$ cat config.mk
export PLATFORM = sky130hd
export DESIGN_NAME = ntcgc_div
export DESIGN_NICKNAME = d
export VERILOG_FILES = /design/src/design/ntcgc_pkg.sv /design/src/design/ntcgc_div.sv
export SDC_FILE = /design/constraint.sdc
export NUM_CORES = 1
export LEC_CHECK = 0
export ABC_AREA = 1
export BUFFER_PORTS_ARGS = -buffer_cell sky130_fd_sc_hd__buf_2
export CAP_MARGIN = 20
export CORE_UTILIZATION = 55
export DETAILED_ROUTE_END_ITERATION = 6
export MAX_ROUTING_LAYER = met4
export PLACE_DENSITY = 0.91
export RECOVER_POWER = 25
export SLEW_MARGIN = 0
export SYNTH_ARGS = -nofsm -noshare
export SYNTH_HDL_FRONTEND = slang
export SYNTH_SLANG_ARGS = --single-unit
$ cat constraint.sdc
create_clock -name i_clk -period 2.9 [get_ports i_clk]
set_input_delay 0.58 -clock i_clk [delete_from_list [all_inputs] [get_ports i_clk]]
set_output_delay 0.58 -clock i_clk [all_outputs]
set_load 0.01 [all_outputs]
$ cat src/design/ntcgc_pkg.sv
`timescale 1ns / 1ps
`default_nettype none
package ntcgc_pkg;

    localparam int ROM_ENTRIES = 131;
    localparam int TABLE_ROWS_DEF = 131;
    localparam int ROM_W = 18;
    localparam int CFG_W = 20;
    localparam int IDX_W = 2;
    localparam int CUR_MAX = 4095;
    localparam int RES_MAX = 4194303;

    localparam logic [IDX_W-1:0] REG_PULLUP_V = 2'd0;
    localparam logic [IDX_W-1:0] REG_PULLUP_R = 2'd1;
    localparam logic [IDX_W-1:0] REG_COMP_R   = 2'd2;

    localparam logic [1:0] ST_OK   = 2'd0;
    localparam logic [1:0] ST_COLD = 2'd1;
    localparam logic [1:0] ST_HOT  = 2'd2;
    localparam logic [1:0] ST_ZERO = 2'd3;

    // unsigned restoring divider request
    typedef struct packed {
        logic        go;
        logic [35:0] num;
        logic [23:0] den;
    } t_div_req;

    typedef struct packed {
        logic        done;
        logic [35:0] quo;
    } t_div_rsp;

    function automatic logic [ROM_W-1:0] rom_value(input logic [7:0] idx);
        logic [ROM_W-1:0] v;
        unique case (idx)
            8'd0: v = 18'd205200;   8'd1: v = 18'd193800;   8'd2: v = 18'd183100;
            8'd3: v = 18'd173100;   8'd4: v = 18'd163600;   8'd5: v = 18'd154800;
            8'd6: v = 18'd146500;   8'd7: v = 18'd138700;   8'd8: v = 18'd131300;
            8'd9: v = 18'd124400;   8'd10: v = 18'd117900;  8'd11: v = 18'd111800;
            8'd12: v = 18'd106000;  8'd13: v = 18'd100600;  8'd14: v = 18'd95510;
            8'd15: v = 18'd90690;   8'd16: v = 18'd86150;   8'd17: v = 18'd81860;
            8'd18: v = 18'd77810;   8'd19: v = 18'd73990;   8'd20: v = 18'd70370;
            8'd21: v = 18'd66960;   8'd22: v = 18'd63740;   8'd23: v = 18'd60690;
            8'd24: v = 18'd57800;   8'd25: v = 18'd55070;   8'd26: v = 18'd52490;
            8'd27: v = 18'd50040;   8'd28: v = 18'd47720;   8'd29: v = 18'd45520;
            8'd30: v = 18'd43440;   8'd31: v = 18'd41460;   8'd32: v = 18'd39590;
            8'd33: v = 18'd37810;   8'd34: v = 18'd36130;   8'd35: v = 18'd34530;
            8'd36: v = 18'd33000;   8'd37: v = 18'd31560;   8'd38: v = 18'd30190;
            8'd39: v = 18'd28880;   8'd40: v = 18'd27640;   8'd41: v = 18'd26460;
            8'd42: v = 18'd25330;   8'd43: v = 18'd24260;   8'd44: v = 18'd23240;
            8'd45: v = 18'd22270;   8'd46: v = 18'd21350;   8'd47: v = 18'd20470;
            8'd48: v = 18'd19630;   8'd49: v = 18'd18830;   8'd50: v = 18'd18060;
            8'd51: v = 18'd17340;   8'd52: v = 18'd16640;   8'd53: v = 18'd15980;
            8'd54: v = 18'd15350;   8'd55: v = 18'd14740;   8'd56: v = 18'd14170;
            8'd57: v = 18'd13620;   8'd58: v = 18'd13090;   8'd59: v = 18'd12590;
            8'd60: v = 18'd12110;   8'd61: v = 18'd11650;   8'd62: v = 18'd11210;
            8'd63: v = 18'd10790;   8'd64: v = 18'd10380;   8'd65: v = 18'd10000;
            8'd66: v = 18'd9632;    8'd67: v = 18'd9279;    8'd68: v = 18'd8942;
            8'd69: v = 18'd8619;    8'd70: v = 18'd8309;    8'd71: v = 18'd8012;
            8'd72: v = 18'd7727;    8'd73: v = 18'd7454;    8'd74: v = 18'd7192;
            8'd75: v = 18'd6941;    8'd76: v = 18'd6700;    8'd77: v = 18'd6468;
            8'd78: v = 18'd6246;    8'd79: v = 18'd6033;    8'd80: v = 18'd5828;
            8'd81: v = 18'd5631;    8'd82: v = 18'd5441;    8'd83: v = 18'd5259;
            8'd84: v = 18'd5084;    8'd85: v = 18'd4916;    8'd86: v = 18'd4754;
            8'd87: v = 18'd4598;    8'd88: v = 18'd4448;    8'd89: v = 18'd4304;
            8'd90: v = 18'd4165;    8'd91: v = 18'd4031;    8'd92: v = 18'd3902;
            8'd93: v = 18'd3778;    8'd94: v = 18'd3658;    8'd95: v = 18'd3543;
            8'd96: v = 18'd3432;    8'd97: v = 18'd3325;    8'd98: v = 18'd3222;
            8'd99: v = 18'd3123;    8'd100: v = 18'd3027;   8'd101: v = 18'd2934;
            8'd102: v = 18'd2845;   8'd103: v = 18'd2759;   8'd104: v = 18'd2676;
            8'd105: v = 18'd2595;   8'd106: v = 18'd2518;   8'd107: v = 18'd2443;
            8'd108: v = 18'd2371;   8'd109: v = 18'd2301;   8'd110: v = 18'd2233;
            8'd111: v = 18'd2168;   8'd112: v = 18'd2105;   8'd113: v = 18'd2045;
            8'd114: v = 18'd1986;   8'd115: v = 18'd1929;   8'd116: v = 18'd1874;
            8'd117: v = 18'd1821;   8'd118: v = 18'd1770;   8'd119: v = 18'd1720;
            8'd120: v = 18'd1672;   8'd121: v = 18'd1625;   8'd122: v = 18'd1580;
            8'd123: v = 18'd1536;   8'd124: v = 18'd1493;   8'd125: v = 18'd1451;
            8'd126: v = 18'd1411;   8'd127: v = 18'd1372;   8'd128: v = 18'd1334;
            8'd129: v = 18'd1297;   8'd130: v = 18'd1261;
            default: v = 18'd1261;
        endcase
        return v;
    endfunction

endpackage
`default_nettype wire

$ cat src/design/ntcgc_div.sv
`timescale 1ns / 1ps
`default_nettype none
// bit-serial restoring divider, one quotient bit per cycle
module ntcgc_div (
    input  wire                  i_clk,
    input  wire                  i_rst_n,
    input  ntcgc_pkg::t_div_req  i_req,
    output ntcgc_pkg::t_div_rsp  o_rsp
);
    import ntcgc_pkg::*;

    logic [35:0] r_quo, n_quo;
    logic [24:0] r_rem, n_rem;
    logic [23:0] r_den, n_den;
    logic [5:0]  r_cnt, n_cnt;
    logic        r_busy, n_busy;
    logic        r_done, n_done;
    logic [24:0] w_trial;
    logic [24:0] w_diff;

    assign w_trial = {r_rem[23:0], r_quo[35]};
    assign w_diff  = w_trial - {1'b0, r_den};

    always_comb begin
        n_quo  = r_quo;
        n_rem  = r_rem;
        n_den  = r_den;
        n_cnt  = r_cnt;
        n_busy = r_busy;
        n_done = 1'b0;
        if (i_req.go) begin
            n_quo  = i_req.num;
            n_rem  = '0;
            n_den  = i_req.den;
            n_cnt  = 6'd0;
            n_busy = 1'b1;
        end else if (r_busy) begin
            if (!w_diff[24]) begin
                n_rem = w_diff;
                n_quo = {r_quo[34:0], 1'b1};
            end else begin
                n_rem = w_trial;
                n_quo = {r_quo[34:0], 1'b0};
            end
            n_cnt = r_cnt + 6'd1;
            if (r_cnt == 6'd35) begin
                n_busy = 1'b0;
                n_done = 1'b1;
            end
        end
    end

    always_ff @(posedge i_clk) begin
        if (!i_rst_n) begin
            r_busy <= 1'b0;
            r_done <= 1'b0;
            r_cnt  <= '0;
        end else begin
            r_busy <= n_busy;
            r_done <= n_done;
            r_cnt  <= n_cnt;
        end
        r_quo <= n_quo;
        r_rem <= n_rem;
        r_den <= n_den;
    end

    assign o_rsp.done = r_done;
    assign o_rsp.quo  = r_quo;

    a_done_single: assert property (@(posedge i_clk) disable iff (!i_rst_n)
        r_done |=> !r_done) else $error("divider done held");
    a_busy_done: assert property (@(posedge i_clk) disable iff (!i_rst_n)
        r_done |-> !r_busy) else $error("divider done while busy");
    a_cnt_range: assert property (@(posedge i_clk) disable iff (!i_rst_n)
        r_busy |-> r_cnt < 6'd36) else $error("divider count overrun");

endmodule
`default_nettype wire

**Word-level counts from Yosys, hierarchy flattened**

Index checks and enable logic that the tools add are counted.

- Bits in registers: 92
- Latch bits: 0
- RAM bits: 0
- Memory bits (read-only): 0
- Input bits: 63
- Memories kept: 0

- Add/subtract/negate cells: 2
- Multipliers: 0
- Div/mod/pow operators: 0
- $lt $le $gt $ge: 0
- Equal/unequal tests: 1
- Shift operators: 0
- Mux-type cells: 8
- Bitwise gates (word level): 2
- Reduce and logical (&&, ||, !) cells: 3

Operators by type and width:

| operator | number |
|---|---|
| $mux W36 | 2 |
| $sub A25 B24 Y25 | 1 |
| $mux W24 | 1 |
| $add A6 B1 Y6 const B | 1 |
| $eq A6 B6 Y1 const B | 1 |
| $mux W1 | 5 |
| $reduce_or A3 Y1 | 1 |
| $not A1 Y1 | 2 |
| $reduce_bool A2 Y1 | 1 |
| $reduce_or A2 Y1 | 1 |

**Longest topological paths before layout**

- Depth after elaboration: 4
- Depth in mapped cells: 16
- Mapped depth without buffers: 16

**Least setup slack after synthesis**

No wires, ideal clock.

- Kind: register to register
- From: reg r_quo[35]
- To: reg r_quo[0] (data pin)
- Data arrival time: 1930 ps
- Data required time: 2634 ps
- Slack: 704 ps
- Stages on the path, launching flop included: 15
- Buffers on the path: 1
- Clock period less this slack: 2196 ps
- Cell sequence: edfxtp_1 -> inv_1 -> ha_1 -> fa_1 -> inv_1 -> nand2_1 -> nand2_1 -> nand3_2 -> nand2_4 -> nand2_2 -> nand3_2 -> nand2_1 -> nand2_2 -> buf_6 -> o21ai_1

- Longest elaborated chain between the ends: 4

Ends and longest elaborated chain:

| element | RTL line | source |
|---|---|---|
| from (decl) | ntcgc_div.sv:12 | `logic [35:0] r_quo, n_quo;` |
| from (signal assigned) | ntcgc_div.sv:63 | `r_quo <= n_quo;` |
| $sub A25 B24 Y25 | ntcgc_div.sv:22 | `assign w_diff = w_trial - {1'b0, r_den};` |
| $mux W1 | ntcgc_div.sv:38 | `if (!w_diff[24]) begin` |
| $mux W36 | ntcgc_div.sv:37 | `end else if (r_busy) begin` |
| $mux W36 | ntcgc_div.sv:31 | `if (i_req.go) begin` |
| net n_quo[0] | ntcgc_div.sv:12 |  |

The timed path passes the listed nets, and every way through them passes these cells. The select of a mux whose other input is x is not followed.
A chain may end at the register's enable or synchronous reset.

**Worst setup path after layout**

- From: reg r_quo[35]
- To: reg r_rem[10]

- Longest elaborated chain between the ends: 2

Ends and longest elaborated chain:

| element | RTL line | source |
|---|---|---|
| $sub A25 B24 Y25 | ntcgc_div.sv:22 |  |
| $mux W24 | ntcgc_div.sv:38 |  |
| to (signal assigned) | ntcgc_div.sv:64 | `r_rem <= n_rem;` |
| to (decl) | ntcgc_div.sv:13 | `logic [24:0] r_rem, n_rem;` |

Every way passes these cells.

==> flow_summary_export.csv <==
group,metric,value,unit
status,status,"completed",
placement,place_area,0.00633,mm^2
clocking,cts_root_buffer,"clkbuf_8",
synth,yosysMostFrequentCell,"nand2_1",
drt,drcViolationCount,0,
clocking,clk_latency,0.37,ns
sta,hold_violations,0,
drt,routed_wl,13.0,mm
synth,ys_types,35,
floorplan,core_area,0.00991,mm^2
synth,seq_area_frac_synth,42.8,%
worst_hold_path,hp-class,"in -> reg",
synth,syn_area_per_cell,7.18,um^2
critical_path,path_max_fanout,25,
synth,synth.area.top_cells,"edfxtp_1, nand2_1, dfxtp_1",
critical_path,arrival,2.83,ns
synth,synth_top_area_share,31.6,%
critical_path,criticalPathCategory,"reg -> reg",
clocking,ctsHoldBuffers,0,
sta,max_slew.worst_pin.slew,0.882,ns
global_routing,grt_max_degree,44,
sta,finalSetupViolations,0,
synth,synth_edf_count,60,
power,p_leak,3.50,nW
global_routing,grt_pass1_vias,5065,
clocking,htreeDepth,3,
synth,synth_ff_type,"edfxtp_1",
sta,fin_tns_setup,0,ns
clocking,numCtsBuffers,9,
drt,ant_nets,0,
clocking,cts_resized,0,
finish,drive_gt1_share,17.9,%
placement,place_hpwl,9.88,mm
finish,utilization,65.6,%
placement,place_congestion,0.935,
floorplan,ios,100,
finish,finalNetCount,984,
sta,finalCritPeriodShare,88.3,%
sta,relSlewSlack,41.2,%
floorplan,rows,36,
synth,yosysWarnings,0,
sta,period_needed,2.56,ns
synth,synth_cells,795,
finish,fillers,850,
synth,yosys-top-cells-count,"nand2_1, inv_1, edfxtp_1, nor2_1, nand3_1",
finish,fin_area,0.00650,mm^2
drt,routed_via_density,4.92,
worst_hold_path,worstHoldStart,"i_req[2]",
critical_path,cp-start-kind,"flip-flop",
clocking,cts_sinks,92,
sta,fin_skew,0.0166,ns
clocking,clk_path_buf_depth,2,
synth,synthArstFlopShare,0,%
critical_path,r2r-start,"r_quo[35]",
placement,port_buffers,99,
critical_path,worst_ep_required_time,3.16,ns
clocking,path_clk_slew,0.11,ns
floorplan,initial_core_util,57.6,%
critical_path,reg2regPathDepth,15,
global_routing,grt_usage,26.2,%
placement,dp_cells,1017,
flow_run,maxCapViolCount,0,
finish,syn_to_final_growth,13.9,%
critical_path,r2r-end,"r_rem[10]",
critical_path,r2r_setup_slack,0.34,ns
sta,grt_setup_unrepaired,"false",
floorplan,fp.dieH,104,um
drt,drt_iter0_markers,274,
drt,vias,5082,
drt,wl_per_cell,12.5,um
power,power.density,428,mW/mm^2
global_routing,antenna_found_initial,0,
sta,finalMaxSlewViolations,0,
critical_path,crit_path_end_kind,"flip-flop",
synth,synth_area,0.00571,mm^2
floorplan,fp.dieW,104,um
worst_hold_path,hold_path_end,"r_den[2]",
synth,synth-seq-cells,92,
global_routing,grt_pass1_wl,22.1,mm
power,irDropWorstVdd,0.000356,V
floorplan,die_area,0.0108,mm^2
clocking,cts_setup_buffers,0,
synth,yosys.area.top_type,"edfxtp_1",
finish,instances_no_fill,1033,
synth,postSynthNetCount,884,
drt,dr.pass1.iters,5,
sta,max_freq,0.390,GHz
worst_hold_path,min_path_cells,1,
global_routing,grt_remaining_overflow,0,
finish,diodes,0,
clocking,cts_tree,"built",
## critical path, cell delays in order (launching register included)
cell      delay, ns
edfxtp_1       0.35
inv_1          0.06
ha_1           0.23
fa_1           0.42
inv_1          0.11
nand2_1        0.05
nand2_1        0.09
nand3_2        0.08
nand2_4        0.10
nand2_2        0.08
nand3_2        0.09
nand2_1        0.06
nand2_2        0.41
nand2_1        0.17
nand3_2        0.11
nand2_1        0.06
## sequential cells by signal, summed over array words and instances (netlist names)
signal,cells
r_quo,36
r_cnt,6
r_rem,24
r_den,24
r_busy,1
r_done,1
## worst max path at each step
stage	start	endpoint	slack, ns	cells after the start
3_5_place_dp	r_quo[35]	r_rem[6]	0.40	15
5_1_grt	r_quo[35]	r_rem[15]	0.17	15
4_1_cts	r_quo[35]	r_rem[10]	0.34	15
3_3_place_gp	r_quo[35]	r_rem[16]	0.50	15
2_1_floorplan	r_quo[35]	r_quo[0]	0.70	14
6_report	r_quo[35]	r_rem[10]	0.34	15
## power by group
| group | internal [mW] | switching [mW] | total, mW |
|---|---|---|---|
| Combinational | 0.154 | 0.259 | 0.413 |
| Clock | 0.332 | 0.500 | 0.833 |
| Sequential | 1.49 | 0.0430 | 1.54 |
## cells in the final DEF, fill, tap and decap left out, drive strengths merged
cell type	count
o21ai	12
nand2	363
nand3b	2
inv	144
ha	25
or2	2
a21oi	18
xnor2	8
edfxtp	60
nor2	46
clkbuf	14
nor3	4
dfxtp	32
nand3	46
o211ai	1
fa	1
clkinv	4
and2	3
xor2	5
buf	101
nand4	9
## area by class of cell
type	instances	area (um^2)	share of cell area [%]
multi-input cells	545	2640	40.6
repair buffers	105	538	8.27
well taps	133	166	2.56
clock buffers	10	128	1.96
clock inverters	6	57.6	0.885
inverters	142	533	8.20
flip-flops and latches	92	2440	37.6
## cell families (layout without fill, tap and decap cells)
| kind of cell | Yosys count | in the layout | synth area share (%) |
|---|---|---|---|
| simple gates | 475 | 475 | 35.5 |
| buf+inv | 158 | 263 | 11.0 |
| flops | 92 | 92 | 42.8 |
| compound gates | 31 | 31 | 2.83 |
| fa+ha+maj | 26 | 26 | 5.83 |
| xor+xnor | 13 | 13 | 1.99 |
## stage by stage
step	total power, mW	worst slack (ns)	hold slack [ns]
3_5_place_dp	1.98	0.397	0.446
4_1_cts	2.80	0.340	0.367
6_report	2.78	0.339	0.374
2_1_floorplan	1.81	0.704	0.422
3_3_place_gp	1.97	0.498	0.439
5_1_grt	2.91	0.166	0.360
## metal layers
metal	wire (um)	track usage (%)	vias to the layer above
li1	-	-	2638
met1	5770	31.5	2232
met2	6140	44.4	183
met3	725	4.57	29
met4	317	8.67	0
met5	0	-	-
Note: power is estimated with default switching activity, not from simulation.
